File: src/design/cpr_pkg.sv
// ============================================================================
// cpr_pkg - shared types and constants for the clock page replacement block
// Payload structs for both channels, sequencer states and default sizes.
// ============================================================================
package cpr_pkg;

    // Default sizes handed to the top-level parameters
    localparam int NUM_PAGES_DEF  = 32;
    localparam int NUM_FRAMES_DEF = 4;

    // Fixed field widths
    localparam int ADDR_W      = 32;
    localparam int SPAN_W      = 21;
    localparam int FRAME_IDX_W = 2;

    localparam logic [SPAN_W-1:0] SPAN_RESET = SPAN_W'(1024);

    // Input item: one address
    typedef struct packed {
        logic [ADDR_W-1:0] address;
    } addr_item_t;

    // Result item: one occupied frame, or a no-match flag
    typedef struct packed {
        logic [ADDR_W-1:0]      page_base;
        logic [FRAME_IDX_W-1:0] frame_index;
        logic                   was_hit;
        logic                   no_match;
        logic                   last;
    } result_item_t;

    // Sequencer states
    typedef enum logic [2:0] {
        ST_IDLE,
        ST_SCAN,
        ST_RESOLVE,
        ST_SWEEP,
        ST_EMIT_RD,
        ST_EMIT_WAIT,
        ST_NOMATCH
    } cpr_state_t;

endpackage

File: src/design/cpr_stream_if.sv
// ============================================================================
// cpr_stream_if - valid/ready stream channel
// Carries one payload item per transfer; a transfer happens at a rising edge
// with valid and ready both high.
// ============================================================================
interface cpr_stream_if #(
    parameter type item_t = logic
);
    logic  valid;
    logic  ready;
    item_t data;

    modport source (output valid, output data, input ready);
    modport sink   (input valid, input data, output ready);
endinterface

File: src/design/cpr_ram.sv
// ============================================================================
// cpr_ram - generic single-port-write, single-port-read RAM
// One write and one read per cycle; read data is registered.
// ============================================================================
module cpr_ram #(
    parameter int WIDTH = 32,
    parameter int DEPTH = 32
) (
    input  logic                     clk,
    input  logic                     we,
    input  logic [$clog2(DEPTH)-1:0] waddr,
    input  logic [WIDTH-1:0]         wdata,
    input  logic [$clog2(DEPTH)-1:0] raddr,
    output logic [WIDTH-1:0]         rdata
);

    logic [WIDTH-1:0] mem [DEPTH];

    // Write port and registered read port
    always_ff @(posedge clk)
    begin
        if (we)
        begin
            mem[waddr] <= wdata;
        end
        rdata <= mem[raddr];
    end

endmodule

File: src/design/cpr_range_cmp.sv
// ============================================================================
// cpr_range_cmp - page range compare unit
// Checks base <= address < base + span, with the end computed without wrap.
// ============================================================================
module cpr_range_cmp (
    input  logic [cpr_pkg::ADDR_W-1:0] base,
    input  logic [cpr_pkg::ADDR_W-1:0] address,
    input  logic [cpr_pkg::SPAN_W-1:0] span,
    output logic                       match
);

    logic [cpr_pkg::ADDR_W:0] range_end;

    // 33-bit end so a page near the top of the space ends at the top
    assign range_end = {1'b0, base} + {{(cpr_pkg::ADDR_W + 1 - cpr_pkg::SPAN_W){1'b0}}, span};
    assign match     = (base <= address) && (range_end > {1'b0, address});

endmodule

File: src/design/clock_page_replacement.sv
// ============================================================================
// clock_page_replacement - second-chance page replacement over a page table
// Range scan over loaded page bases, clock-hand frame allocation and a
// per-access report of every occupied frame.
// ============================================================================
// Usage:
//   addr_ch (sink) takes one address per transfer. The first NUM_PAGES
//   transfers load page base addresses into the page table and produce no
//   result. Every later transfer is an access.
//   result_ch (source) returns, per access, one item for each occupied frame
//   in frame order with last set on the final one, or a single item with
//   no_match and last set when no page range holds the address.
//   cfg_we/cfg_wdata write page_span (reset 1024); write only while idle.
//   Access sequence: the accept, a page table scan of one entry per cycle
//   through the shared compare unit, stopping at the first match, a resolve
//   step, on a miss one clock-hand step per cycle, then the report: empty
//   frames are skipped and each occupied frame is read and then emitted,
//   up to the last occupied frame. addr_ch is not ready meanwhile.
//   Results pass through an output register; when result_ch stalls the
//   sequencer holds until the register frees. The last result may wait
//   there while the next item is taken.
//   Reset clears the load count, residency, frame flags and clock hand;
//   page table contents need no clearing pass.
// ============================================================================
module clock_page_replacement #(
    parameter int NUM_PAGES  = cpr_pkg::NUM_PAGES_DEF,
    parameter int NUM_FRAMES = cpr_pkg::NUM_FRAMES_DEF
) (
    input  logic                       clk,
    input  logic                       rst_n,
    input  logic                       cfg_we,
    input  logic [cpr_pkg::SPAN_W-1:0] cfg_wdata,
    cpr_stream_if.sink                 addr_ch,
    cpr_stream_if.source               result_ch
);

    localparam int PAGE_W  = $clog2(NUM_PAGES);
    localparam int LOAD_W  = $clog2(NUM_PAGES + 1);
    localparam int FRAME_W = $clog2(NUM_FRAMES);

    // Control state
    cpr_pkg::cpr_state_t         state_reg, state_next;
    logic [cpr_pkg::SPAN_W-1:0]  span_reg, span_next;
    logic [LOAD_W-1:0]           loaded_count_reg, loaded_count_next;
    logic [NUM_PAGES-1:0]        resident_reg, resident_next;
    logic [NUM_FRAMES-1:0]       occ_reg, occ_next;
    logic [NUM_FRAMES-1:0]       ref_reg, ref_next;
    logic [FRAME_W-1:0]          hand_reg, hand_next;
    logic                        out_valid_reg, out_valid_next;

    // Payload and working registers
    logic [cpr_pkg::ADDR_W-1:0]  addr_reg, addr_next;
    logic [PAGE_W-1:0]           scan_idx_reg, scan_idx_next;
    logic [PAGE_W-1:0]           pg_reg, pg_next;
    logic                        hit_reg, hit_next;
    logic [FRAME_W-1:0]          frame_idx_reg, frame_idx_next;
    logic [FRAME_W-1:0]          page_frame_reg [NUM_PAGES];
    logic [FRAME_W-1:0]          page_frame_next [NUM_PAGES];
    logic [PAGE_W-1:0]           frame_page_reg [NUM_FRAMES];
    logic [PAGE_W-1:0]           frame_page_next [NUM_FRAMES];
    cpr_pkg::result_item_t       out_data_reg, out_data_next;

    // Page table memory and compare unit
    logic                        ram_we;
    logic [PAGE_W-1:0]           ram_waddr;
    logic [PAGE_W-1:0]           ram_raddr;
    logic [cpr_pkg::ADDR_W-1:0]  ram_rdata;
    logic                        range_match;
    logic                        in_fire;
    logic                        out_free;
    logic                        is_last;

    cpr_ram #(
        .WIDTH (cpr_pkg::ADDR_W),
        .DEPTH (NUM_PAGES)
    ) u_page_table (
        .clk   (clk),
        .we    (ram_we),
        .waddr (ram_waddr),
        .wdata (addr_ch.data.address),
        .raddr (ram_raddr),
        .rdata (ram_rdata)
    );

    cpr_range_cmp u_range_cmp (
        .base    (ram_rdata),
        .address (addr_reg),
        .span    (span_reg),
        .match   (range_match)
    );

    assign addr_ch.ready   = (state_reg == cpr_pkg::ST_IDLE);
    assign in_fire         = addr_ch.valid && addr_ch.ready;
    assign out_free        = !out_valid_reg || result_ch.ready;
    assign result_ch.valid = out_valid_reg;
    assign result_ch.data  = out_data_reg;
    assign ram_waddr       = loaded_count_reg[PAGE_W-1:0];

    // Last occupied frame: nothing occupied above the current frame
    always_comb
    begin
        is_last = 1'b1;
        for (int i = 0; i < NUM_FRAMES; i++)
        begin
            if ((FRAME_W'(i) > frame_idx_reg) && occ_reg[i])
            begin
                is_last = 1'b0;
            end
        end
    end

    // Sequencer: next state and datapath control
    always_comb
    begin
        state_next        = state_reg;
        span_next         = cfg_we ? cfg_wdata : span_reg;
        loaded_count_next = loaded_count_reg;
        resident_next     = resident_reg;
        occ_next          = occ_reg;
        ref_next          = ref_reg;
        hand_next         = hand_reg;
        addr_next         = addr_reg;
        scan_idx_next     = scan_idx_reg;
        pg_next           = pg_reg;
        hit_next          = hit_reg;
        frame_idx_next    = frame_idx_reg;
        page_frame_next   = page_frame_reg;
        frame_page_next   = frame_page_reg;
        out_data_next     = out_data_reg;
        out_valid_next    = out_valid_reg && !result_ch.ready;
        ram_we            = 1'b0;
        ram_raddr         = '0;

        unique case (state_reg)
            cpr_pkg::ST_IDLE:
            begin
                if (in_fire)
                begin
                    if (loaded_count_reg < LOAD_W'(NUM_PAGES))
                    begin
                        ram_we            = 1'b1;
                        loaded_count_next = loaded_count_reg + 1'b1;
                    end
                    else
                    begin
                        addr_next     = addr_ch.data.address;
                        scan_idx_next = '0;
                        ram_raddr     = '0;
                        state_next    = cpr_pkg::ST_SCAN;
                    end
                end
            end

            // One table entry per cycle through the compare unit
            cpr_pkg::ST_SCAN:
            begin
                ram_raddr = scan_idx_reg + 1'b1;
                if (range_match)
                begin
                    pg_next    = scan_idx_reg;
                    state_next = cpr_pkg::ST_RESOLVE;
                end
                else if (scan_idx_reg == PAGE_W'(NUM_PAGES - 1))
                begin
                    state_next = cpr_pkg::ST_NOMATCH;
                end
                else
                begin
                    scan_idx_next = scan_idx_reg + 1'b1;
                end
            end

            cpr_pkg::ST_RESOLVE:
            begin
                hit_next       = resident_reg[pg_reg];
                frame_idx_next = '0;
                if (resident_reg[pg_reg])
                begin
                    ref_next[page_frame_reg[pg_reg]] = 1'b1;
                    state_next = cpr_pkg::ST_EMIT_RD;
                end
                else
                begin
                    state_next = cpr_pkg::ST_SWEEP;
                end
            end

            // Clock hand: clear referenced frames until a clear one, then install
            cpr_pkg::ST_SWEEP:
            begin
                hand_next = (hand_reg == FRAME_W'(NUM_FRAMES - 1)) ? '0 : hand_reg + 1'b1;
                if (ref_reg[hand_reg])
                begin
                    ref_next[hand_reg] = 1'b0;
                end
                else
                begin
                    if (occ_reg[hand_reg])
                    begin
                        resident_next[frame_page_reg[hand_reg]] = 1'b0;
                    end
                    ref_next[hand_reg]        = 1'b1;
                    occ_next[hand_reg]        = 1'b1;
                    frame_page_next[hand_reg] = pg_reg;
                    resident_next[pg_reg]     = 1'b1;
                    page_frame_next[pg_reg]   = hand_reg;
                    state_next                = cpr_pkg::ST_EMIT_RD;
                end
            end

            // Skip empty frames, read the base of an occupied one
            cpr_pkg::ST_EMIT_RD:
            begin
                ram_raddr = frame_page_reg[frame_idx_reg];
                if (occ_reg[frame_idx_reg])
                begin
                    state_next = cpr_pkg::ST_EMIT_WAIT;
                end
                else
                begin
                    frame_idx_next = frame_idx_reg + 1'b1;
                end
            end

            // Base is ready; load the output register when it frees
            cpr_pkg::ST_EMIT_WAIT:
            begin
                ram_raddr = frame_page_reg[frame_idx_reg];
                if (out_free)
                begin
                    out_valid_next            = 1'b1;
                    out_data_next.page_base   = ram_rdata;
                    out_data_next.frame_index = cpr_pkg::FRAME_IDX_W'(frame_idx_reg);
                    out_data_next.was_hit     = hit_reg;
                    out_data_next.no_match    = 1'b0;
                    out_data_next.last        = is_last;
                    if (is_last)
                    begin
                        state_next = cpr_pkg::ST_IDLE;
                    end
                    else
                    begin
                        frame_idx_next = frame_idx_reg + 1'b1;
                        state_next     = cpr_pkg::ST_EMIT_RD;
                    end
                end
            end

            cpr_pkg::ST_NOMATCH:
            begin
                if (out_free)
                begin
                    out_valid_next            = 1'b1;
                    out_data_next.page_base   = '0;
                    out_data_next.frame_index = '0;
                    out_data_next.was_hit     = 1'b0;
                    out_data_next.no_match    = 1'b1;
                    out_data_next.last        = 1'b1;
                    state_next                = cpr_pkg::ST_IDLE;
                end
            end

            default:
            begin
                state_next = cpr_pkg::ST_IDLE;
            end
        endcase
    end

    // Control registers
    always_ff @(posedge clk or negedge rst_n)
    begin
        if (!rst_n)
        begin
            state_reg        <= cpr_pkg::ST_IDLE;
            span_reg         <= cpr_pkg::SPAN_RESET;
            loaded_count_reg <= '0;
            resident_reg     <= '0;
            occ_reg          <= '0;
            ref_reg          <= '0;
            hand_reg         <= '0;
            out_valid_reg    <= 1'b0;
        end
        else
        begin
            state_reg        <= state_next;
            span_reg         <= span_next;
            loaded_count_reg <= loaded_count_next;
            resident_reg     <= resident_next;
            occ_reg          <= occ_next;
            ref_reg          <= ref_next;
            hand_reg         <= hand_next;
            out_valid_reg    <= out_valid_next;
        end
    end

    // Payload registers
    always_ff @(posedge clk)
    begin
        addr_reg        <= addr_next;
        scan_idx_reg    <= scan_idx_next;
        pg_reg          <= pg_next;
        hit_reg         <= hit_next;
        frame_idx_reg   <= frame_idx_next;
        page_frame_reg  <= page_frame_next;
        frame_page_reg  <= frame_page_next;
        out_data_reg    <= out_data_next;
    end

endmodule

File: src/flat_wrapper.sv
// flat-port wrapper written by rule: the top's interface ports become plain ports
module clock_page_replacement_flat 
#(
    parameter int NUM_PAGES  = cpr_pkg::NUM_PAGES_DEF,
    parameter int NUM_FRAMES = cpr_pkg::NUM_FRAMES_DEF
)
  (clk, rst_n, cfg_we, cfg_wdata, addr_ch_valid, addr_ch_data, addr_ch_ready, result_ch_valid, result_ch_data, result_ch_ready);
  cpr_stream_if #(.item_t(cpr_pkg::addr_item_t)) addr_ch_i ();
  cpr_stream_if #(.item_t(cpr_pkg::result_item_t)) result_ch_i ();
  input  logic clk;
  input  logic rst_n;
  input  logic cfg_we;
  input  logic [cpr_pkg::SPAN_W-1:0] cfg_wdata;
  input wire logic [$bits(addr_ch_i.valid)-1:0] addr_ch_valid;
  input wire logic [$bits(addr_ch_i.data)-1:0] addr_ch_data;
  output wire logic [$bits(addr_ch_i.ready)-1:0] addr_ch_ready;
  output wire logic [$bits(result_ch_i.valid)-1:0] result_ch_valid;
  output wire logic [$bits(result_ch_i.data)-1:0] result_ch_data;
  input wire logic [$bits(result_ch_i.ready)-1:0] result_ch_ready;
  assign addr_ch_i.valid = addr_ch_valid;
  assign addr_ch_i.data = addr_ch_data;
  assign addr_ch_ready = addr_ch_i.ready;
  assign result_ch_valid = result_ch_i.valid;
  assign result_ch_data = result_ch_i.data;
  assign result_ch_i.ready = result_ch_ready;
  clock_page_replacement #(.NUM_PAGES(NUM_PAGES), .NUM_FRAMES(NUM_FRAMES)) u_core (.clk(clk), .rst_n(rst_n), .cfg_we(cfg_we), .cfg_wdata(cfg_wdata), .addr_ch(addr_ch_i), .result_ch(result_ch_i));
endmodule
File: config.mk
export PLATFORM = sky130hd
export DESIGN_NAME = clock_page_replacement_flat
export DESIGN_NICKNAME = d
export VERILOG_FILES = /design/src/design/cpr_pkg.sv /design/src/design/cpr_stream_if.sv /design/src/design/cpr_ram.sv /design/src/design/cpr_range_cmp.sv /design/src/design/clock_page_replacement.sv /design/src/flat_wrapper.sv
export SDC_FILE = /design/constraint.sdc
export NUM_CORES = 1
export LEC_CHECK = 0
export BUFFER_PORTS_ARGS = -buffer_cell sky130_fd_sc_hd__clkbuf_2
export CORE_UTILIZATION = 56
export CTS_BUF_LIST = sky130_fd_sc_hd__clkbuf_8 sky130_fd_sc_hd__clkbuf_16
export DETAILED_ROUTE_END_ITERATION = 16
export GPL_TIMING_DRIVEN = 0
export PLACE_DENSITY = 0.74
export SLEW_MARGIN = 20
export SYNTH_ARGS = -nofsm -noshare
export SYNTH_HDL_FRONTEND = slang
export SYNTH_SLANG_ARGS = --single-unit
File: constraint.sdc
create_clock -name clk -period 4.2 [get_ports clk]
set_clock_uncertainty 0.05 [all_clocks]
set_input_delay 0.42 -clock clk [delete_from_list [all_inputs] [get_ports clk]]
set_output_delay 0.42 -clock clk [all_outputs]
set_load 0.01 [all_outputs]
==> results.cfg <==
[status]
status = finished, violations left
violations = setup timing

[power]
p_clk_frac = 0.270
p_int_mw = 27.4
ir_drop_mv = 0.386
cellPowerDensity_mw_per_mm2 = 703
combPwrFrac = 0.362
p_leak_nw = 20.2
p_sw_mw = 15.0
netSwitchingFraction = 0.353
power_frac_seq = 0.368

[setup_path]
required_ns = 4.58
cp_common_cell = buf_4
crit_slowest_cell = dfstp_2
startpoint = u_core.span_reg[10]
r2r_start = u_core.span_reg[10]
path_class = flop to flop
critPathBufInv = 2
slowest_delay_ns = 0.59
endpoint_kind = flop
critPathTopFamily = compound AO/OA/AOI/OAI gates
cp-start-kind = flop
worstPathMaxFanout = 5
worstPathArrival_ns = 4.78
crit_chain = ha_4, a21oi_4, o21a_1, o21ai_2, a211oi_2, a211oi_4, a41oi_2, buf_4, nor2_4, xor2_1, ha_1, nand4_1, nor4_4, a21boi_4, o31ai_4, o211ai_1, a2bb2oi_2, buf_4, nor3_4

[placement]
dp_hpwl_um = 83700
pre_cts_ws_ns = -1.02
dpl-instance-area_mm2 = 0.0550
port_buffers = 96
place.gp.congestion = 0.935
dp_cells = 4332

[yosys]
synth_fp_nets = 3114
synth_area_per_cell_um2 = 17.6
synthArstFlopShare = 0.0564
synth-seq-area-share = 0.736
synth_edf_count = 1190
yosysMostFrequentCell = edfxtp_1
yosys-top-cells-count = edfxtp_1 (1190), nand2_1 (311), mux4_2 (235)
synth_area_leaders = edfxtp_1 (69%), mux4_2 (10%), dfrtp_1 (3.5%)
synthCells = 2958
synth.top_cell.area_share = 0.688
yosys_warnings = 0
yosysTopAreaCell = edfxtp_1
ys_seq_elements = 1295
syn_area_mm2 = 0.0519
synthFlopType = edfxtp_1
synth.distinct_cells = 63

[sta]
maxSlewHeadroom = 0.351
period_share = 1.05
fin_ws_ns = -0.199
finalSetupViolCount = 12
rsz0062_at_grt = true
hold_viol_final = 0
fmax_mhz = 227
drv_slew = 0
period_minus_slack_ns = 4.40
tightest_slew_ns = 0.969

[detailed_routing]
vias_per_cell = 6.40
firstDrtPassIters = 6
wl_met2_um = 63200
wl_met1_um = 49000
wl_um = 129000
drt-initial-drc-count = 4065
met3WireLength_um = 13100
drc = 0
top_layer_used = met5
post_drt_wl_per_cell_um = 27.8
vias = 29700
ant_nets = 0

[grt]
grt_pass1_wl_um = 190000
first_global_vias = 29800
antenna_found_initial = 9
grt_max_degree = 38
grt_usage = 0.278
grt_overflow = 0

[clock_tree]
cts_root_buf = clkbuf_16
cts_tree = yes
h-tree-depth = 4
clock_latency_ns = 0.75
cts.sinks = 1295
cts_max_path_buffers = 3
cts_buffers = 130
clkTransAtPathRegs_ns = 0.06

[final_layout]
area_growth_pct = 16.2
largest_reg_flops = 1024
layoutNonFillerInstCount = 4636
drive_above_1_share = 0.229
seq_area_mm2 = 0.0382
fillers = 5867
num-nets-final = 3451
stdcell_area_mm2 = 0.0603
multiInputGateArea_mm2 = 0.0135

[floorplanning]
dieArea_mm2 = 0.0939
num_rows = 111
io_pins = 97
core_mm2 = 0.0918
floorplan.initialDensity = 0.566
die_w_um = 306
chipHeight_um = 306

[worst_hold_path]
hp-start = addr_ch_valid
hp-class = input pin to flop

[flow_run]
maxCapViolCount = 0
==> cells in the final DEF (no fill, tap or decap), types with 8 or more instances in the layout <==
cell type	instances
nor2_1	74
clkbuf_1	73
buf_4	48
a21o_1	23
a22oi_1	65
o21ai_0	66
clkbuf_16	132
edfxtp_1	1190
clkinv_1	19
a211oi_1	9
buf_16	10
or3_1	9
nand2b_1	9
nor2b_1	13
buf_6	19
nand3_1	148
ha_1	85
o2111ai_1	64
inv_1	86
dfxtp_1	30
and2_1	40
nor2_4	35
dfrtp_1	69
a21oi_1	45
clkinv_2	18
mux4_2	235
mux2_2	23
dlygate4sd3_1	25
bufinv_16	9
nand4_1	50
xnor2_1	20
nand2_1	309
xor2_1	16
nor3_1	8
buf_1	13
buf_12	30
ha_4	11
clkbuf_2	102
buf_2	24
==> layer usage <==
layer,vias to the layer above,track usage
met5,-,0
met4,6,0.0962
met3,284,0.0561
met1,15200,0.381
li1,12400,-
met2,1800,0.449
==> layout make-up <==
type,instances,area share
multi-input cells,1462,0.223
diodes,1,0.0000415
inverters,60,0.00373
clock buffers,139,0.0563
plain buffers,140,0.0118
clock inverters,90,0.0132
repair buffers,206,0.0325
well taps,1243,0.0258
flip-flops and latches,1295,0.633
==> power by group through the flow <==
stage	registers (mW)	clock network [mW]	logic [mW]
after floorplan	15.7	0	9.31
after global placement	15.8	0	13.9
after detailed placement	15.8	0	14.3
after CTS	15.6	11.5	14.9
after global routing	15.7	12.0	16.4
final	15.6	11.4	15.4
==> tightest hold or removal path: cells and delay by family <==
family	cells	cell delay, ns
AOI/OAI and AO/OA	3	0.31
buffers and inverters	1	0.09
and+or+nand+nor	1	0.05
==> cells by family (layout without fill, tap and decap cells) <==
logic type | count (synthesis) | in the layout | synth area share
DFF | 1295 | 1295 | 0.736
and+or+nand+nor | 735 | 735 | 0.0648
AOI/OAI and AO/OA | 332 | 332 | 0.0441
muxes | 261 | 261 | 0.108
buffers and inverters | 201 | 635 | 0.0179
adders and majority gates | 98 | 98 | 0.0238
xor gates and xnor gates | 36 | 36 | 0.00607
other | 0 | 1 | 0
==> path summary, 6_finish.rpt <==
kind,endpoint,slack (ns),cells after the start
setup / recovery,u_core.pg_reg[2],-0.20,19
hold / removal,u_core.state_reg[1],0.11,5
setup reg to reg,u_core.pg_reg[2],-0.20,19
hold reg to reg,u_core.resident_reg[3],0.42,1
max in group asynchronous,u_core.loaded_count_reg[3],3.30,3
min in group asynchronous,asynchronous set/reset pin,0.18,2
==> what timing repair did <==
item                                    CTS  global route
buffers inserted                         21            31
hold buffers                             25             0
pin swaps                                24            34
endpoints found under the hold margin    57             0
endpoints found under the setup margin   45           124
cloned                                    0             0
resized for setup                        51            42
==> stage by stage <==
stage	hold WS [ns]	setup TNS, ns	power, mW	util
after global routing	0.122	-3.89	44.0	0.657
after detailed placement	0.410	-24.95	30.1	0.599
after global placement	0.405	-1043.74	29.7	0.588
after CTS	0.0800	-2.38	42.0	0.652
final	0.110	-1.86	42.4	0.657
after floorplan	0.0744	0	25.0	-
Power figures use the tool's default switching activity.
